[src/hw/rtl/dsalf_pkg.sv]
// shared types and constants for the signal aspect led fader
`timescale 1ns / 1ps
`default_nettype none

package dsalf_pkg;

    localparam int LAMP_COUNT = 5;
    localparam logic [6:0] FADE_STEPS = 7'd100;

    typedef logic [6:0] t_level;
    typedef logic [1:0] t_aspect;

    // request kinds
    localparam logic [1:0] KIND_TICK    = 2'd0;
    localparam logic [1:0] KIND_PACKET  = 2'd1;
    localparam logic [1:0] KIND_ADVANCE = 2'd2;

    // configuration register indexes
    localparam logic [1:0] CFG_DECODER_ADDRESS = 2'd0;
    localparam logic [1:0] CFG_SIGNAL_MODE     = 2'd1;
    localparam logic [1:0] CFG_INVERT_OUTPUTS  = 2'd2;

    // accessory packet address byte has the form 10xxxxxx
    localparam logic [7:0] ACC_MASK  = 8'b1100_0000;
    localparam logic [7:0] ACC_MATCH = 8'b1000_0000;

    // aspects
    localparam t_aspect ASPECT_HP0    = 2'd0;
    localparam t_aspect ASPECT_HP1    = 2'd1;
    localparam t_aspect ASPECT_HP2    = 2'd2;
    localparam t_aspect ASPECT_HP0SH1 = 2'd3;

    // lamp levels per aspect, 0 on, 1 off; bit 0 green .. bit 4 white
    function automatic logic [LAMP_COUNT-1:0] aspect_levels(input t_aspect a);
        logic [LAMP_COUNT-1:0] lv;
        case (a)
            ASPECT_HP0:    lv = 5'b10101;
            ASPECT_HP1:    lv = 5'b11110;
            ASPECT_HP2:    lv = 5'b11010;
            ASPECT_HP0SH1: lv = 5'b01101;
            default:       lv = 5'b10101;
        endcase
        return lv;
    endfunction

    // last aspect of the advance cycle per signal mode
    function automatic t_aspect last_aspect(input logic [1:0] mode);
        t_aspect la;
        case (mode)
            2'd0:    la = ASPECT_HP1;
            2'd1:    la = ASPECT_HP2;
            2'd2:    la = ASPECT_HP0SH1;
            2'd3:    la = ASPECT_HP2;
            default: la = ASPECT_HP1;
        endcase
        return la;
    endfunction

endpackage

`default_nettype wire

[src/hw/rtl/dcc_signal_aspect_led_fader.sv]
// dcc accessory decoder driving a signal aspect with five lamp faders
// path: a taken request goes to the input register, then through the state update
// into the result register
// throughput: one request per cycle; o_in_stall rises only while a result waits
// reset (synchronous, active low): aspect hp0, all lamps on, faders at zero,
// config registers cleared, both pipeline slots empty
`timescale 1ns / 1ps
`default_nettype none

module dcc_signal_aspect_led_fader (
    input  wire logic       i_clk,
    input  wire logic       i_rst_n,
    // configuration write port
    input  wire logic       i_cfg_we,
    input  wire logic [1:0] i_cfg_index,
    input  wire logic [8:0] i_cfg_data,
    // request channel
    input  wire logic       i_in_valid,
    output logic            o_in_stall,
    input  wire logic [1:0] i_kind,
    input  wire logic [7:0] i_dcc_address_byte,
    input  wire logic [7:0] i_dcc_data_byte,
    // result channel
    output logic            o_out_valid,
    input  wire logic       i_out_stall,
    output logic            o_accepted,
    output logic [1:0]      o_aspect,
    output logic [6:0]      o_green_duty,
    output logic [6:0]      o_red_one_duty,
    output logic [6:0]      o_orange_duty,
    output logic [6:0]      o_red_two_duty,
    output logic [6:0]      o_white_duty
);

    localparam int LC = dsalf_pkg::LAMP_COUNT;

    // configuration registers
    logic [8:0] r_decoder_address;
    logic [1:0] r_signal_mode;
    logic       r_invert_outputs;

    // input register
    logic       r_in_valid;
    logic [1:0] r_kind;
    logic [7:0] r_abyte;
    logic [7:0] r_dbyte;

    // block state
    dsalf_pkg::t_level  r_fade_level [LC];
    dsalf_pkg::t_level  n_fade_level [LC];
    logic [LC-1:0]      r_goal_high, n_goal_high;
    logic [LC-1:0]      r_shadow, n_shadow;
    dsalf_pkg::t_aspect r_aspect, n_aspect;

    // result register
    logic               r_out_valid;
    logic               r_accepted;
    logic               n_accepted;
    dsalf_pkg::t_aspect r_out_aspect;
    dsalf_pkg::t_level  r_out_level [LC];

    logic               fire;
    logic               in_take;
    logic               do_select;
    dsalf_pkg::t_aspect sel_aspect;
    logic [LC-1:0]      sel_levels;
    logic [8:0]         eff_address;
    logic               pkt_match;

    // the input slot moves on whenever the result slot is free or draining
    assign fire       = r_in_valid && (!r_out_valid || !i_out_stall);
    assign o_in_stall = r_in_valid && !fire;
    assign in_take    = i_in_valid && !o_in_stall;

    // nine-bit address: inverted data bits 6..4 on top of address bits 5..0
    assign eff_address = {~r_dbyte[6:4], r_abyte[5:0]};
    assign pkt_match   = ((r_abyte & dsalf_pkg::ACC_MASK) == dsalf_pkg::ACC_MATCH)
                      && (eff_address == r_decoder_address)
                      && r_dbyte[3];

    // decide whether this request selects an aspect, and which
    always_comb begin
        do_select  = 1'b0;
        sel_aspect = r_aspect;
        n_accepted = 1'b0;
        case (r_kind)
            dsalf_pkg::KIND_PACKET: begin
                n_accepted = pkt_match;
                // port zero picks hp0/hp1, port one hp2/hp0sh1, others only ack
                if (pkt_match && (r_dbyte[2:1] == 2'd0)) begin
                    do_select  = 1'b1;
                    sel_aspect = {1'b0, r_dbyte[0]};
                end else if (pkt_match && (r_dbyte[2:1] == 2'd1)) begin
                    do_select  = 1'b1;
                    sel_aspect = {1'b1, r_dbyte[0]};
                end
            end
            dsalf_pkg::KIND_ADVANCE: begin
                do_select = 1'b1;
                // wrap also when a mode change left the aspect past the last one
                if (r_aspect >= dsalf_pkg::last_aspect(r_signal_mode)) begin
                    sel_aspect = dsalf_pkg::ASPECT_HP0;
                end else begin
                    sel_aspect = r_aspect + 2'd1;
                end
            end
            default: begin
                do_select = 1'b0;
            end
        endcase
    end

    assign sel_levels = dsalf_pkg::aspect_levels(sel_aspect);

    // per-lamp next state, all five lamps in parallel
    always_comb begin
        n_aspect    = do_select ? sel_aspect : r_aspect;
        n_goal_high = r_goal_high;
        n_shadow    = r_shadow;
        for (int i = 0; i < LC; i++) begin
            n_fade_level[i] = r_fade_level[i];
            if (r_kind == dsalf_pkg::KIND_TICK) begin
                // one step toward the goal end
                if (r_goal_high[i] && (r_fade_level[i] < dsalf_pkg::FADE_STEPS)) begin
                    n_fade_level[i] = r_fade_level[i] + 7'd1;
                end else if (r_goal_high[i] && (r_fade_level[i] > dsalf_pkg::FADE_STEPS)) begin
                    n_fade_level[i] = r_fade_level[i] - 7'd1;
                end else if (!r_goal_high[i] && (r_fade_level[i] != 7'd0)) begin
                    n_fade_level[i] = r_fade_level[i] - 7'd1;
                end
            end else if (do_select && (sel_levels[i] != r_shadow[i])) begin
                // lamp changes: restart its fade from the opposite end
                n_goal_high[i]  = sel_levels[i] ^ r_invert_outputs;
                n_fade_level[i] = (sel_levels[i] ^ r_invert_outputs) ? 7'd0
                                                                     : dsalf_pkg::FADE_STEPS;
                n_shadow[i]     = sel_levels[i];
            end
        end
    end

    // configuration registers
    always_ff @(posedge i_clk) begin
        if (!i_rst_n) begin
            r_decoder_address <= 9'd0;
            r_signal_mode     <= 2'd0;
            r_invert_outputs  <= 1'b0;
        end else if (i_cfg_we) begin
            case (i_cfg_index)
                dsalf_pkg::CFG_DECODER_ADDRESS: r_decoder_address <= i_cfg_data;
                dsalf_pkg::CFG_SIGNAL_MODE:     r_signal_mode     <= i_cfg_data[1:0];
                dsalf_pkg::CFG_INVERT_OUTPUTS:  r_invert_outputs  <= i_cfg_data[0];
                default: ;
            endcase
        end
    end

    // input register
    always_ff @(posedge i_clk) begin
        if (!i_rst_n) begin
            r_in_valid <= 1'b0;
        end else if (in_take) begin
            r_in_valid <= 1'b1;
        end else if (fire) begin
            r_in_valid <= 1'b0;
        end
    end

    always_ff @(posedge i_clk) begin
        if (in_take) begin
            r_kind  <= i_kind;
            r_abyte <= i_dcc_address_byte;
            r_dbyte <= i_dcc_data_byte;
        end
    end

    // block state, updated once per request
    always_ff @(posedge i_clk) begin
        if (!i_rst_n) begin
            r_goal_high <= '0;
            r_shadow    <= '0;
            r_aspect    <= dsalf_pkg::ASPECT_HP0;
            for (int i = 0; i < LC; i++) begin
                r_fade_level[i] <= 7'd0;
            end
        end else if (fire) begin
            r_goal_high <= n_goal_high;
            r_shadow    <= n_shadow;
            r_aspect    <= n_aspect;
            for (int i = 0; i < LC; i++) begin
                r_fade_level[i] <= n_fade_level[i];
            end
        end
    end

    // result register
    always_ff @(posedge i_clk) begin
        if (!i_rst_n) begin
            r_out_valid <= 1'b0;
        end else if (fire) begin
            r_out_valid <= 1'b1;
        end else if (!i_out_stall) begin
            r_out_valid <= 1'b0;
        end
    end

    always_ff @(posedge i_clk) begin
        if (fire) begin
            r_accepted   <= n_accepted;
            r_out_aspect <= n_aspect;
            for (int i = 0; i < LC; i++) begin
                r_out_level[i] <= n_fade_level[i];
            end
        end
    end

    assign o_out_valid    = r_out_valid;
    assign o_accepted     = r_accepted;
    assign o_aspect       = r_out_aspect;
    assign o_green_duty   = r_out_level[0];
    assign o_red_one_duty = r_out_level[1];
    assign o_orange_duty  = r_out_level[2];
    assign o_red_two_duty = r_out_level[3];
    assign o_white_duty   = r_out_level[4];

endmodule

`default_nettype wire
[config.mk]
export PLATFORM = sky130hd
export DESIGN_NAME = dcc_signal_aspect_led_fader
export DESIGN_NICKNAME = d
export VERILOG_FILES = /design/src/hw/rtl/dsalf_pkg.sv /design/src/hw/rtl/dcc_signal_aspect_led_fader.sv
export SDC_FILE = /design/constraint.sdc
export NUM_CORES = 1
export LEC_CHECK = 0
export ABC_CLOCK_PERIOD_IN_PS = 5050
export BUFFER_PORTS_ARGS = -buffer_cell sky130_fd_sc_hd__buf_2
export CAP_MARGIN = 20
export CELL_PAD_IN_SITES_DETAIL_PLACEMENT = 0
export CELL_PAD_IN_SITES_GLOBAL_PLACEMENT = 1
export CORE_ASPECT_RATIO = 0.8
export CORE_MARGIN = 5
export CORE_UTILIZATION = 38
export DETAILED_ROUTE_END_ITERATION = 6
export PLACE_DENSITY_LB_ADDON = 0.1
export SYNTH_ARGS = -nofsm -noshare
export SYNTH_HDL_FRONTEND = slang
export SYNTH_SLANG_ARGS = --single-unit
[constraint.sdc]
create_clock -name i_clk -period 5.05 [get_ports i_clk]
set_input_delay 0.7575 -clock i_clk [delete_from_list [all_inputs] [get_ports i_clk]]
set_output_delay 0.7575 -clock i_clk [all_outputs]
set_load 0.02 [all_outputs]
==> results of run 1 <==
layout make-up:
type	count	area, sq um	share of cell area [%]
sequential	116	3220	38.6
clock buffer	22	474	5.68
clock inverter	10	82.6	0.989
timing repair buffer	79	413	4.95
multi-input combinational	548	3720	44.5
tap	258	323	3.87
inverter	31	116	1.39
kinds of logic (layout without fill, tap and decap cells):
family | Yosys count | after routing
and+or+nand+nor | 247 | 247
AOI/OAI and AO/OA | 234 | 234
DFF | 116 | 116
buffers and inverters | 89 | 142
xor gates and xnor gates | 33 | 33
adders and majority gates | 18 | 18
muxes | 16 | 16
through the flow:
stage	worst slack, ns	instance area (sq um)	std cells	hold WS (ns)
2_1_floorplan	1.37	7270	753	0.451
3_3_place_gp	0.835	7790	1032	0.466
3_5_place_dp	0.757	7790	1032	0.487
4_1_cts	0.742	8350	1064	0.496
5_1_grt	0.493	8350	1064	0.491
6_report	0.725	8350	1064	0.496
worst paths after layout:
path | depth (start not counted) | endpoint | slack [ns]
setup / recovery | 11 | r_out_level[0][4]$_DFFE_PP_ | 0.73
hold / removal | 2 | o_out_valid$_SDFFE_PN0P_ | 0.50
setup reg to reg | 11 | r_out_level[0][4]$_DFFE_PP_ | 0.73
hold reg to reg | 2 | o_out_valid$_SDFFE_PN0P_ | 0.50
flip-flops by register name, indices dropped and copies added (netlist names), 5 cells and up:
| signal | count |
|---|---|
| r_dbyte | 7 |
| r_shadow | 5 |
| r_fade_level | 35 |
| r_out_level | 35 |
| r_goal_high | 5 |
| r_abyte | 8 |
| r_decoder_address | 9 |
cells in the mapped netlist, types with 9 or more instances:
cell	n
o311ai_1	9
o21ai_0	31
nand3_1	21
xnor2_1	19
a21oi_1	42
ha_1	18
a211oi_1	17
xor2_1	13
a31oi_1	10
dfxtp_1	26
o31ai_1	16
nor4_1	12
nand4_1	14
nor3_1	22
nand2b_1	13
clkbuf_1	47
edfxtp_1	90
nor2_1	43
inv_1	31
mux2i_1	13
o211ai_1	23
nand2_1	60
worst max-delay path, cell delays in order (launching register included):
cell and delay (ns):
edfxtp_1 0.37, xnor2_1 0.31, nand4_4 0.23, nor4_2 0.52, mux2_2 0.44, a31o_2 0.25
ha_1 0.35, xnor2_1 0.36, nand4_1 0.22, or4_1 0.56, and4_4 0.23, or2_1 0.23
report_power, final:
part           leakage (nW)  switching (W)  internal (W)
combinational          1.65       0.000243      0.000135
sequential             1.11      0.0000624       0.00110
clock                 0.271       0.000433      0.000709
per-layer routing:
metal / wire, um / vias up / global-route usage [%]
met5: 0 / - / 0
met4: 231 / 0 / 5.27
met3: 1110 / 19 / 4.45
met2: 9100 / 204 / 27.7
met1: 9670 / 3061 / 26.5
li1: - / 3024 / -
==> flow_summary_export.csv, run 1 <==
group,metric,value,unit
outcome,status,"finished clean",
floorplan,placementRows,45,
drt,via_count,6308,
logic_synthesis,synthArstFlopShare,0,%
drt,wl,20100,um
clock_tree,numCtsBuffers,17,
logic_synthesis,yosys.area_share.simple,18.5,%
floorplan,core,0.0189,sq mm
pwr,power.leakage,3.03,nW
placement,dpl.hpwl,13800,um
logic_synthesis,synth.avg_cell_area,9.66,sq um
global_route,antenna_found_initial,0,
logic_synthesis,synth_seq_cells,116,
critical_path,endpoint_kind,"flop",
layout,n_antenna_cell,0,
layout,nets,845,
logic_synthesis,synth_edf_count,90,
critical_path,crit_arrival,4.49,ns
sta,finalHoldViolations,0,
logic_synthesis,ys_types,77,
logic_synthesis,synth_compound_area_share,23.0,%
sta,finalSetupViolCount,0,
drt,wl_per_cell,18.9,um
run,maxCapViolCount,0,
global_route,grt_pass1_wl,32200,um
sta,slew_viol_final,0,
drt,drt_iter0_drc,542,
floorplan,start_util,38.5,%
logic_synthesis,synthXorXnorAreaFrac,4.08,%
sta,layout_min_cycle_time,4.32,ns
clock_tree,post_cts_buffers,0,
sta,fin_crit_sh,85.6,%
logic_synthesis,synth_fa_ha_area_share,3.10,%
clock_tree,clk_latency,0.42,ns
logic_synthesis,synth_top_area_share,37.2,%
floorplan,fp.dieW,165,um
clock_tree,hold_buffers,0,
logic_synthesis,synthMuxAreaShare,2.25,%
drt,antenna_left,0,
logic_synthesis,synth_ff_type,"edfxtp_1",
pwr,powerDensity,321,mW/mm^2
clock_tree,ctsLongestPathBuffers,2,
sta,slew_headroom,28.8,%
logic_synthesis,synth-seq-area-share,44.3,%
sta,clock-skew-final,0.00668,ns
logic_synthesis,yosys_warnings,0,
clock_tree,clock_sinks,116,
floorplan,die_y,134,um
logic_synthesis,yosys-top-cells-area,"edfxtp_1 (37%), dfxtp_1 (7.2%), ha_1 (3.1%)",
sta,max_freq,231,MHz
layout,post-route-util,44.1,%
global_route,first_global_vias,6035,
critical_path,crit_required,5.22,ns
sta,rsz0062_at_grt,"no",
pwr,peakVddDrop,0.213,mV
pwr,power.total,0.00268,W
sta,worst_pin_slew,1.07,ns
clock_tree,cts_tree,"yes",
logic_synthesis,postSynthCellCount,753,
global_route,grt_overflow_total,0,
clock_tree,path_clk_slew,0.05,ns
sta,tns,0,ns
floorplan,ioPinCount,74,
clock_tree,cts_max_level,4,
placement,gp_congestion,0.855,
logic_synthesis,synth_top_cell_by_area,"edfxtp_1",
layout,final_cell_mix,"edfxtp_1 (90), buf_2 (72), nand2_1 (60)",
clock_tree,cts-root-buf,"clkbuf_16",
drt,drc_errors,0,
logic_synthesis,syn-cell-area,0.00727,sq mm
layout,fillers,1851,
critical_path,r2r_start,"r_abyte[5]$_DFFE_PP_",
min_path,min_from,"r_in_valid$_SDFFE_PN0P_",
placement,portBuffers,72,
layout,final_common_cell,"edfxtp_1",
global_route,track_usage,18.5,%
drt,vias_per_cell,5.93,
drt,first_pass_iters,5,
critical_path,start_kind,"flop",
critical_path,crit_start,"r_abyte[5]$_DFFE_PP_",
critical_path,critPathKind,"reg -> reg",
global_route,grt_max_degree,50,
clock_tree,cts_resized,0,
logic_synthesis,syn_nets,805,
min_path,min_path_type,"reg -> reg",
logic_synthesis,synth_top_family_by_area,"compound AO/OA/AOI/OAI gates",
layout,area_growth,14.8,%
floorplan,die-area,0.0220,sq mm
critical_path,cp_max_fo,6,
layout,drive_gt1_share,17.0,%
Note: power is estimated with default switching activity, not from simulation.
==> run 2: changes to the inputs <==
--- a/config.mk
+++ b/config.mk
@@ -12,7 +12,7 @@
 export CELL_PAD_IN_SITES_GLOBAL_PLACEMENT = 1
 export CORE_ASPECT_RATIO = 0.8
 export CORE_MARGIN = 5
-export CORE_UTILIZATION = 38
+export CORE_UTILIZATION = 47
 export DETAILED_ROUTE_END_ITERATION = 6
 export PLACE_DENSITY_LB_ADDON = 0.1
 export SYNTH_ARGS = -nofsm -noshare
==> constraint.sdc (replaced) <==
create_clock -name i_clk -period 5.05 [get_ports i_clk]
set_input_delay 1.01 -clock i_clk [delete_from_list [all_inputs] [get_ports i_clk]]
set_output_delay 1.01 -clock i_clk [all_outputs]
set_load 0.02 [all_outputs]
==> run 2 against run 1 <==
  * Clock-buffer cell count fell by 4
  * Sequential share of layout area increased by 0.12 points
  * Die area is 18% lower
  * Register-to-register slack about the same
  * First-iteration DRC count shrank 9.8%
  * Clock skew up 0.0039 ns
  * Critical path depth did not move
  * Sequential power about the same
  * Worst hold slack improved by 0.0033 ns
  * Combinational power down 1%
  * Design area down 0.30%
==> flow_summary_export.csv, run 2 (synthesized netlist as in run 1, its figures left out) <==
group,metric,value,unit
layout,fillers,1350,
floorplan,core,0.0151,sq mm
drt,wl_per_cell,18.6,um
clock_tree,post_cts_buffers,0,
clock_tree,clk_latency,0.42,ns
sta,finalSetupViolCount,0,
critical_path,critPathKind,"reg -> reg",
critical_path,crit_arrival,4.50,ns
sta,slew_headroom,33.6,%
layout,final_cell_mix,"edfxtp_1 (90), buf_2 (72), nand2_1 (60)",
layout,top_regs,"r_fade_level x35, r_out_level x35, r_decoder_address x9",
placement,gp_congestion,0.876,
drt,first_pass_iters,5,
clock_tree,cts-root-buf,"clkbuf_16",
drt,via_count,6220,
placement,dpl.hpwl,13200,um
sta,fin_crit_sh,85.8,%
sta,worst_pin_slew,0.997,ns
critical_path,max_stage_delay,0.62,ns
critical_path,start_kind,"flop",
floorplan,die_y,121,um
clock_tree,path_clk_slew,0.06,ns
floorplan,die-area,0.0181,sq mm
critical_path,cp_max_fo,6,
layout,final_common_cell,"edfxtp_1",
floorplan,ioPinCount,74,
outcome,status,"finished clean",
clock_tree,hold_buffers,0,
pwr,power.leakage,3.03,nW
clock_tree,numCtsBuffers,17,
drt,vias_per_cell,6.12,
critical_path,path_delay_family,"simple AND/OR/NAND/NOR gates",
floorplan,placementRows,40,
drt,drc_errors,0,
critical_path,crit_required,5.22,ns
critical_path,crit_path_frequent_cell,"xnor2_1",
run,maxCapViolCount,0,
sta,rsz0062_at_grt,"no",
sta,layout_min_cycle_time,4.33,ns
sta,clock-skew-final,0.0105,ns
critical_path,cp_num_buf_inv,0,
layout,area_growth,14.4,%
sta,max_freq,231,MHz
placement,portBuffers,72,
global_route,grt_overflow_total,0,
sta,tns,0,ns
sta,finalHoldViolations,0,
clock_tree,cts_resized,0,
clock_tree,cts_max_level,4,
min_path,min_path_type,"reg -> reg",
clock_tree,clock_sinks,116,
clock_tree,cts_tree,"yes",
drt,antenna_left,0,
global_route,grt_pass1_wl,30600,um
layout,drive_gt1_share,17.1,%
clock_tree,ctsLongestPathBuffers,2,
sta,slew_viol_final,0,
global_route,track_usage,21.3,%
floorplan,fp.dieW,149,um
pwr,powerDensity,328,mW/mm^2
global_route,antenna_found_initial,0,
layout,n_antenna_cell,0,
critical_path,cpMaxStageDelayCell,"or4_1",
critical_path,endpoint_kind,"flop",
floorplan,start_util,48.1,%
pwr,peakVddDrop,0.219,mV
layout,nets,845,
global_route,first_global_vias,5823,
critical_path,crit_path_cell_trace,"xnor2_1 -> nand4_4 -> nor4_2 -> mux2_2 -> a31o_2 -> ha_1 -> xnor2_1 -> nand4_1 -> or4_1 -> and4_4 -> or2_1",
drt,drt_iter0_drc,489,
global_route,grt_max_degree,50,
drt,wl,18900,um
pwr,power.total,0.00273,W
==> run 2: cell count changes in the layout (fill, tap and decap cells not counted), sizes merged <==
| cell | change |
|---|---|
| bufinv | +1 |
| clkbuf | -4 |
| clkinv | -2 |
| clkinvlp | +2 |
| inv | +3 |
==> run 2: layout make-up <==
cell class,instances,area [sq um],area share (%)
multi-input cells,548,3720,44.6
flip-flops and latches,116,3220,38.7
clock buffers,18,429,5.16
repair buffers,79,420,5.05
well taps,210,263,3.16
clock inverters,14,155,1.86
inverters,31,116,1.40
==> run 2: worst paths after layout <==
path | start | cells past startpoint | slack [ns] | endpoint
max | r_abyte[5]$_DFFE_PP_ | 11 | 0.72 | r_out_level[0][4]$_DFFE_PP_
min | r_signal_mode[1]$_SDFFE_PN0P_ | 2 | 0.50 | r_signal_mode[1]$_SDFFE_PN0P_
max reg2reg | r_abyte[5]$_DFFE_PP_ | 11 | 0.72 | r_out_level[0][4]$_DFFE_PP_
min reg2reg | r_signal_mode[1]$_SDFFE_PN0P_ | 2 | 0.50 | r_signal_mode[1]$_SDFFE_PN0P_
==> run 2: report_power, final <==
part / total [W] / switching (W) / internal, W
registers: 0.00116 / 0.0000627 / 0.00109
clock network: 0.00120 / 0.000470 / 0.000730
logic: 0.000374 / 0.000239 / 0.000135
==> run 2: stage by stage <==
step / worst slack, ns / utilization, % / hold slack, ns / instance area (sq um) / instances
floorplan: 1.37 / - / 0.451 / 7270 / 753
global placement: 0.888 / 51.1 / 0.459 / 7720 / 983
detailed placement: 0.771 / 51.2 / 0.491 / 7740 / 984
CTS: 0.708 / 55.1 / 0.505 / 8320 / 1016
global route: 0.487 / 55.1 / 0.549 / 8320 / 1016
finish: 0.718 / 55.1 / 0.499 / 8320 / 1016
==> run 2: layer usage <==
layer | GRT usage (%) | up-vias | wire length [um]
li1 | - | 3015 | -
met2 | 32.4 | 195 | 8540
met5 | 0 | - | 0
met1 | 30.6 | 2999 | 9100
met4 | 5.60 | 0 | 129
met3 | 5.00 | 11 | 1120
==> run 2: worst min-delay path, delay by kind of cell (launching register included) <==
kind | cells | cell delay (ns)
flops | 1 | 0.33
mux | 1 | 0.07
simple gates | 1 | 0.07
